File: src/hdl/ecalu_pkg.sv
// Shared operation codes and field widths of the 8-bit CPU ALU.
`timescale 1ns / 1ps

package ecalu_pkg;

    localparam int unsigned CMD_W   = 5;
    localparam int unsigned BYTE_W  = 8;
    localparam int unsigned WORD_W  = 16;
    localparam int unsigned IN_W    = 48;
    localparam int unsigned OUT_W   = 32;

    typedef enum logic [CMD_W-1:0] {
        CMD_ADD   = 5'd0,
        CMD_ADC   = 5'd1,
        CMD_SUB   = 5'd2,
        CMD_SBC   = 5'd3,
        CMD_AND   = 5'd4,
        CMD_OR    = 5'd5,
        CMD_XOR   = 5'd6,
        CMD_CP    = 5'd7,
        CMD_INC8  = 5'd8,
        CMD_DEC8  = 5'd9,
        CMD_ADDHL = 5'd10,
        CMD_INC16 = 5'd11,
        CMD_DEC16 = 5'd12,
        CMD_DAA   = 5'd13,
        CMD_CPL   = 5'd14,
        CMD_CCF   = 5'd15,
        CMD_SCF   = 5'd16
    } cmd_t;

    typedef struct packed {
        logic carry;
        logic half;
        logic sub;
        logic zero;
    } flags_t;

endpackage

File: src/hdl/eight_bit_cpu_alu_with_flags.sv
// Top level: registered accumulator ALU of an 8-bit CPU with Z, N, H and C flags.
//
// Usage:
//   Input stream s_axis: one transfer per instruction. s_axis_tuser carries the
//   operation code, s_axis_tdata the accumulator, HL pair, operand and flags.
//   Output stream m_axis: one transfer per input transfer, in order, with the
//   new accumulator, the word result and the new flags.
//   Path: an input transfer goes into the input register, then through one pass
//   of ALU logic into the result register that drives m_axis.
//   Throughput: one item per cycle while m_axis_tready is high; one pass
//   through the 8-bit and 16-bit adders between the registers sets that figure.
//   Reset: rst_n clears both valid bits; no result is shown until an item
//   arrives. Payload registers are not reset.
//   Stall: while m_axis_tready is low the result holds; an empty input register
//   still takes one more item, after which s_axis_tready drops until the
//   receiver takes the held result.
`timescale 1ns / 1ps

module eight_bit_cpu_alu_with_flags (
    input  logic                          clk,
    input  logic                          rst_n,
    input  logic                          s_axis_tvalid,
    output logic                          s_axis_tready,
    // [7:0] acc_in, [23:8] pair_in, [39:24] operand, [40] zero_in,
    // [41] sub_in, [42] half_in, [43] carry_in, [47:44] zero
    input  logic [ecalu_pkg::IN_W-1:0]    s_axis_tdata,
    // [4:0] cmd
    input  logic [ecalu_pkg::CMD_W-1:0]   s_axis_tuser,
    output logic                          m_axis_tvalid,
    input  logic                          m_axis_tready,
    // [7:0] acc_out, [23:8] word_out, [24] zero_out, [25] sub_out,
    // [26] half_out, [27] carry_out, [31:28] zero
    output logic [ecalu_pkg::OUT_W-1:0]   m_axis_tdata
);

    logic                                 s1_valid_reg;
    logic [ecalu_pkg::CMD_W-1:0]          s1_cmd_reg;
    logic [ecalu_pkg::BYTE_W-1:0]         s1_acc_reg;
    logic [ecalu_pkg::WORD_W-1:0]         s1_pair_reg;
    logic [ecalu_pkg::WORD_W-1:0]         s1_opnd_reg;
    ecalu_pkg::flags_t                    s1_flags_reg;

    logic                                 out_valid_reg;
    logic [ecalu_pkg::BYTE_W-1:0]         out_acc_reg;
    logic [ecalu_pkg::WORD_W-1:0]         out_word_reg;
    ecalu_pkg::flags_t                    out_flags_reg;

    logic [ecalu_pkg::BYTE_W-1:0]         out_acc_next;
    logic [ecalu_pkg::WORD_W-1:0]         out_word_next;
    ecalu_pkg::flags_t                    out_flags_next;

    logic                                 s1_ready;
    logic                                 out_ready;
    logic                                 in_xfer;

    logic [ecalu_pkg::BYTE_W-1:0]         op8;
    logic                                 arith_sub;
    logic                                 arith_cin;
    logic [ecalu_pkg::BYTE_W:0]           arith_r;
    logic                                 arith_h;
    logic [ecalu_pkg::WORD_W:0]           hl_sum;
    logic [ecalu_pkg::BYTE_W-1:0]         inc8_r;
    logic [ecalu_pkg::BYTE_W-1:0]         dec8_r;
    logic [ecalu_pkg::BYTE_W-1:0]         daa_adj;
    logic                                 daa_c;
    logic [ecalu_pkg::BYTE_W-1:0]         daa_r;
    logic [ecalu_pkg::BYTE_W-1:0]         logic_r;

    assign out_ready     = !out_valid_reg || m_axis_tready;
    assign s1_ready      = !s1_valid_reg || out_ready;
    assign s_axis_tready = s1_ready;
    assign in_xfer       = s_axis_tvalid && s1_ready;

    assign m_axis_tvalid = out_valid_reg;
    assign m_axis_tdata  = {4'd0, out_flags_reg.carry, out_flags_reg.half,
                            out_flags_reg.sub, out_flags_reg.zero,
                            out_word_reg, out_acc_reg};

    // Input register
    always_ff @(posedge clk or negedge rst_n)
    begin
        if (!rst_n)
        begin
            s1_valid_reg <= 1'b0;
        end
        else if (s1_ready)
        begin
            s1_valid_reg <= s_axis_tvalid;
        end
    end

    always_ff @(posedge clk)
    begin
        if (in_xfer)
        begin
            s1_cmd_reg         <= s_axis_tuser;
            s1_acc_reg         <= s_axis_tdata[7:0];
            s1_pair_reg        <= s_axis_tdata[23:8];
            s1_opnd_reg        <= s_axis_tdata[39:24];
            s1_flags_reg.zero  <= s_axis_tdata[40];
            s1_flags_reg.sub   <= s_axis_tdata[41];
            s1_flags_reg.half  <= s_axis_tdata[42];
            s1_flags_reg.carry <= s_axis_tdata[43];
        end
    end

    // Shared datapath
    assign op8       = s1_opnd_reg[7:0];
    assign arith_sub = (s1_cmd_reg == ecalu_pkg::CMD_SUB) || (s1_cmd_reg == ecalu_pkg::CMD_SBC)
                       || (s1_cmd_reg == ecalu_pkg::CMD_CP);
    assign arith_cin = ((s1_cmd_reg == ecalu_pkg::CMD_ADC) || (s1_cmd_reg == ecalu_pkg::CMD_SBC))
                       && s1_flags_reg.carry;
    assign arith_r   = arith_sub
                       ? ({1'b0, s1_acc_reg} - {1'b0, op8} - {8'd0, arith_cin})
                       : ({1'b0, s1_acc_reg} + {1'b0, op8} + {8'd0, arith_cin});
    assign arith_h   = s1_acc_reg[4] ^ op8[4] ^ arith_r[4];
    assign hl_sum    = {1'b0, s1_pair_reg} + {1'b0, s1_opnd_reg};
    assign inc8_r    = op8 + 8'd1;
    assign dec8_r    = op8 - 8'd1;

    always_comb
    begin
        daa_adj = 8'd0;
        daa_c   = s1_flags_reg.carry;
        if (s1_flags_reg.sub)
        begin
            if (s1_flags_reg.half)
                daa_adj[3:0] = 4'h6;
            if (s1_flags_reg.carry)
                daa_adj[7:4] = 4'h6;
            daa_r = s1_acc_reg - daa_adj;
        end
        else
        begin
            if (s1_flags_reg.half || (s1_acc_reg[3:0] > 4'h9))
                daa_adj[3:0] = 4'h6;
            if (s1_flags_reg.carry || (s1_acc_reg > 8'h99))
            begin
                daa_adj[7:4] = 4'h6;
                daa_c        = 1'b1;
            end
            daa_r = s1_acc_reg + daa_adj;
        end
    end

    always_comb
    begin
        out_acc_next   = s1_acc_reg;
        out_word_next  = '0;
        out_flags_next = s1_flags_reg;
        logic_r        = s1_acc_reg & op8;
        unique case (s1_cmd_reg)
            ecalu_pkg::CMD_ADD, ecalu_pkg::CMD_ADC,
            ecalu_pkg::CMD_SUB, ecalu_pkg::CMD_SBC:
            begin
                out_acc_next         = arith_r[7:0];
                out_flags_next.zero  = (arith_r[7:0] == 8'd0);
                out_flags_next.sub   = arith_sub;
                out_flags_next.half  = arith_h;
                out_flags_next.carry = arith_r[8];
            end
            ecalu_pkg::CMD_CP:
            begin
                out_flags_next.zero  = (arith_r[7:0] == 8'd0);
                out_flags_next.sub   = 1'b1;
                out_flags_next.half  = arith_h;
                out_flags_next.carry = arith_r[8];
            end
            ecalu_pkg::CMD_AND, ecalu_pkg::CMD_OR, ecalu_pkg::CMD_XOR:
            begin
                if (s1_cmd_reg == ecalu_pkg::CMD_OR)
                    logic_r = s1_acc_reg | op8;
                else if (s1_cmd_reg == ecalu_pkg::CMD_XOR)
                    logic_r = s1_acc_reg ^ op8;
                out_acc_next         = logic_r;
                out_flags_next.zero  = (logic_r == 8'd0);
                out_flags_next.sub   = 1'b0;
                out_flags_next.half  = (s1_cmd_reg == ecalu_pkg::CMD_AND);
                out_flags_next.carry = 1'b0;
            end
            ecalu_pkg::CMD_INC8:
            begin
                out_word_next       = {8'd0, inc8_r};
                out_flags_next.zero = (inc8_r == 8'd0);
                out_flags_next.sub  = 1'b0;
                out_flags_next.half = (op8[3:0] == 4'hF);
            end
            ecalu_pkg::CMD_DEC8:
            begin
                out_word_next       = {8'd0, dec8_r};
                out_flags_next.zero = (dec8_r == 8'd0);
                out_flags_next.sub  = 1'b1;
                out_flags_next.half = (op8[3:0] == 4'h0);
            end
            ecalu_pkg::CMD_ADDHL:
            begin
                out_word_next        = hl_sum[15:0];
                out_flags_next.sub   = 1'b0;
                out_flags_next.half  = s1_pair_reg[12] ^ s1_opnd_reg[12] ^ hl_sum[12];
                out_flags_next.carry = hl_sum[16];
            end
            ecalu_pkg::CMD_INC16:
            begin
                out_word_next = s1_opnd_reg + 16'd1;
            end
            ecalu_pkg::CMD_DEC16:
            begin
                out_word_next = s1_opnd_reg - 16'd1;
            end
            ecalu_pkg::CMD_DAA:
            begin
                out_acc_next         = daa_r;
                out_flags_next.zero  = (daa_r == 8'd0);
                out_flags_next.half  = 1'b0;
                out_flags_next.carry = daa_c;
            end
            ecalu_pkg::CMD_CPL:
            begin
                out_acc_next        = ~s1_acc_reg;
                out_flags_next.sub  = 1'b1;
                out_flags_next.half = 1'b1;
            end
            ecalu_pkg::CMD_CCF:
            begin
                out_flags_next.carry = ~s1_flags_reg.carry;
                out_flags_next.sub   = 1'b0;
                out_flags_next.half  = 1'b0;
            end
            ecalu_pkg::CMD_SCF:
            begin
                out_flags_next.carry = 1'b1;
                out_flags_next.sub   = 1'b0;
                out_flags_next.half  = 1'b0;
            end
            default:
            begin
                out_acc_next = s1_acc_reg;
            end
        endcase
    end

    // Result register
    always_ff @(posedge clk or negedge rst_n)
    begin
        if (!rst_n)
        begin
            out_valid_reg <= 1'b0;
        end
        else if (out_ready)
        begin
            out_valid_reg <= s1_valid_reg;
        end
    end

    always_ff @(posedge clk)
    begin
        if (out_ready && s1_valid_reg)
        begin
            out_acc_reg   <= out_acc_next;
            out_word_reg  <= out_word_next;
            out_flags_reg <= out_flags_next;
        end
    end

endmodule

File: config.mk
export PLATFORM = sky130hd
export DESIGN_NAME = eight_bit_cpu_alu_with_flags
export DESIGN_NICKNAME = d
export VERILOG_FILES = /design/src/hdl/ecalu_pkg.sv /design/src/hdl/eight_bit_cpu_alu_with_flags.sv
export SDC_FILE = /design/constraint.sdc
export NUM_CORES = 1
export LEC_CHECK = 0
export BUFFER_PORTS_ARGS = -buffer_cell sky130_fd_sc_hd__buf_2
export CAP_MARGIN = 20
export CORE_ASPECT_RATIO = 1.75
export CORE_MARGIN = 3
export CORE_UTILIZATION = 50
export DETAILED_ROUTE_END_ITERATION = 8
export PLACE_DENSITY_LB_ADDON = 0.25
export SYNTH_ARGS = -nofsm -noshare
export SYNTH_HDL_FRONTEND = slang
export SYNTH_SLANG_ARGS = --single-unit
File: constraint.sdc
create_clock -name clk -period 10.35 [get_ports clk]
set_clock_uncertainty 0.05 [all_clocks]
set_input_delay 2.07 -clock clk [delete_from_list [all_inputs] [get_ports clk]]
set_output_delay 2.07 -clock clk [all_outputs]
set_load 0.02 [all_outputs]
==> out/metrics.csv <==
metric,value,unit
"Max FO, Critical Path",3,
DP HPWL,14600,um
Layout area overhead,12.7,%
GRT Residual Overflow,0,
# IOs,91,
leak pwr,3.10,nW
DRT iter0 DRCs,368,
Pwr per Cell Area,133,nW/um2
utilization after layout,57.6,%
CP arrival,2.54,ns
initial antenna violation count,0,
Hold Buf Count CTS,0,
R2R setup slack,6.23,ns
f_max,215,MHz
Die Area,14800,um2
Initial Util,51.1,%
via count,5973,
Post-DP Area,7190,um2
final hold vios,0,
core area,13000,um2
area of the mapped netlist,6650,um2
VDD IR max,118,uV
placed cell count,936,
vias in the first global route,5951,
fin crit period,4.66,ns
Synth Area in Compound Gates,21.7,%
final instance area,7490,um2
"top cells by area, synth","edfxtp_1 (35%), ha_1 (14%), xnor2_1 (4.6%)",
Die H,159,um
combinational family with the most area after synthesis,compound AO/OA/AOI/OAI gates,
ANT cells,0,
drt via density,6.27,
post-CTS sizing,0,
RSZ-0062 raised after global routing,no,
Min-Delay Path Class,reg -> reg,
Synth Area in Adders,15.7,%
Pre-Repair DR Iteration Count,5,
largest net degree at the start of global routing,50,
top-count cell post-synth,edfxtp_1,
Post-synth EDFFs,77,
WL per Instance,19.9,um
slew margin rel.,30.4,%
setup TNS,0,ns
crit path kind,in -> out,
cells after synthesis,705,
Synth area leader,edfxtp_1,
nets@finish,914,
die width,93.2,um
Non-Filler Instances,953,
post-route ant nets,0,
GP Congestion,0.923,
share of cells above drive strength 1,15.1,%
final wirelength,19000,um
port bufs,82,
Synth Area in Simple Gates,14.2,%
leading cell types by count after synthesis,"edfxtp_1 (77), ha_1 (74), a21oi_1 (55)",
Mapped Avg Cell Area,9.43,um2
CTS max path bufs,2,
GRT Util Overall,25.8,%
status,"finished, final reports clean",
Crit. End Element,output port,
H-tree Lvls,3,
Rows,55,
clk slew on worst S/H paths,0.06,ns
maxcap violations,0,
fin worst setup slack,5.69,ns
setup violators final,0,
Clock Latency Late Sink,0.34,ns
Yosys Warn Count,0,
fin crit share,45.0,%
WP data required,8.23,ns
Slew Limit Fails,0,
CTS Sinks,79,
CTS tree,built,
total CTS buffers,9,
crit start category,input port,
Post-synth ARST share,2.53,%
first-pass GRT wire length,29100,um
residual DRC count,0,
Synth top area share,34.8,%
Tightest Pin Transition,1.04,ns
xor and xnor area share after synthesis,6.59,%
fraction of synthesized area in multiplexers,1.68,%
Yosys reg bits,79,
Post-CTS Repair Setup Buffers,0,
synth unique cells,72,
DP Worst Slack,5.70,ns
clock root buffer,clkbuf_16,
sequential share of the synthesized area,35.5,%
main flop type after synthesis,edfxtp_1,
-- report_power, final --
part           internal [mW]  total [mW]  switching, mW
logic                  0.113       0.285          0.171
clock network          0.171       0.305          0.134
registers              0.381       0.404         0.0234
total                  0.665       0.993          0.329
-- worst paths after layout --
kind	start	to	cells past startpoint
setup / recovery	m_axis_tready	s_axis_tready	3
hold / removal	s1_valid_reg$_DFFE_PN0N_	m_axis_tvalid$_DFFE_PN0P_	1
setup reg to reg	s1_cmd_reg[4]$_DFFE_PP_	out_acc_reg[7]$_DFFE_PP_	12
hold reg to reg	s1_valid_reg$_DFFE_PN0N_	m_axis_tvalid$_DFFE_PN0P_	1
max in group asynchronous	rst_n	s1_valid_reg$_DFFE_PN0N_	1
min in group asynchronous	rst_n	m_axis_tvalid$_DFFE_PN0P_	1
-- critical path, stage by stage --
cell	delay (ns)
buf_2	0.10
nand3b_1	0.18
buf_2	0.18
-- cell families (layout without fill, tap and decap cells) --
| group | after synthesis | in the layout |
|---|---|---|
| other cells | 1 | 4 |
| buf+inv | 71 | 145 |
| mux | 11 | 11 |
| xor+xnor | 50 | 50 |
| compound gates | 221 | 221 |
| flops | 79 | 79 |
| simple gates | 192 | 192 |
| fa+ha+maj | 80 | 80 |
-- routing by layer --
metal  global-route usage (%)  vias up  part of all wire (%)
met3                     3.26       85                   4.0
met4                     19.8        0                   7.9
met2                     48.6      228                    54
met1                     24.9     2880                    34
li1                         -     2780                     -
met5                        0        -                     0
-- final cells by class --
| type | count | area, um2 |
|---|---|---|
| Multi-Input combinational cell | 558 | 4000 |
| Tap cell | 171 | 214 |
| Fill cell | 1122 | 5510 |
| Sequential cell | 79 | 2360 |
| Timing Repair Buffer | 89 | 475 |
| Clock inverter | 5 | 41.3 |
| Clock buffer | 11 | 243 |
| Inverter | 40 | 153 |
-- per-stage QoR --
| step | hold slack (ns) | power (mW) |
|---|---|---|
| 3_3_place_gp | 0.413 | 0.679 |
| 3_5_place_dp | 0.433 | 0.689 |
| 6_report | 0.450 | 0.993 |
| 5_1_grt | 0.474 | 1.04 |
| 4_1_cts | 0.452 | 0.994 |
| 2_1_floorplan | 0.399 | 0.610 |
-- layout by cell type, fill, tap and decap left out, types with 9 or more instances in the layout --
cell	instances
nand2_1	47
xnor2_1	35
xor2_1	15
o22ai_1	15
edfxtp_1	77
nand3_1	19
inv_1	39
a21oi_1	55
buf_2	82
nor2_1	52
o21ai_0	47
ha_1	74
clkbuf_16	9
a21o_1	13
o221ai_1	9
mux2i_1	10
nor3_1	22
a211oi_1	13
(Power assumes the default switching activity.)
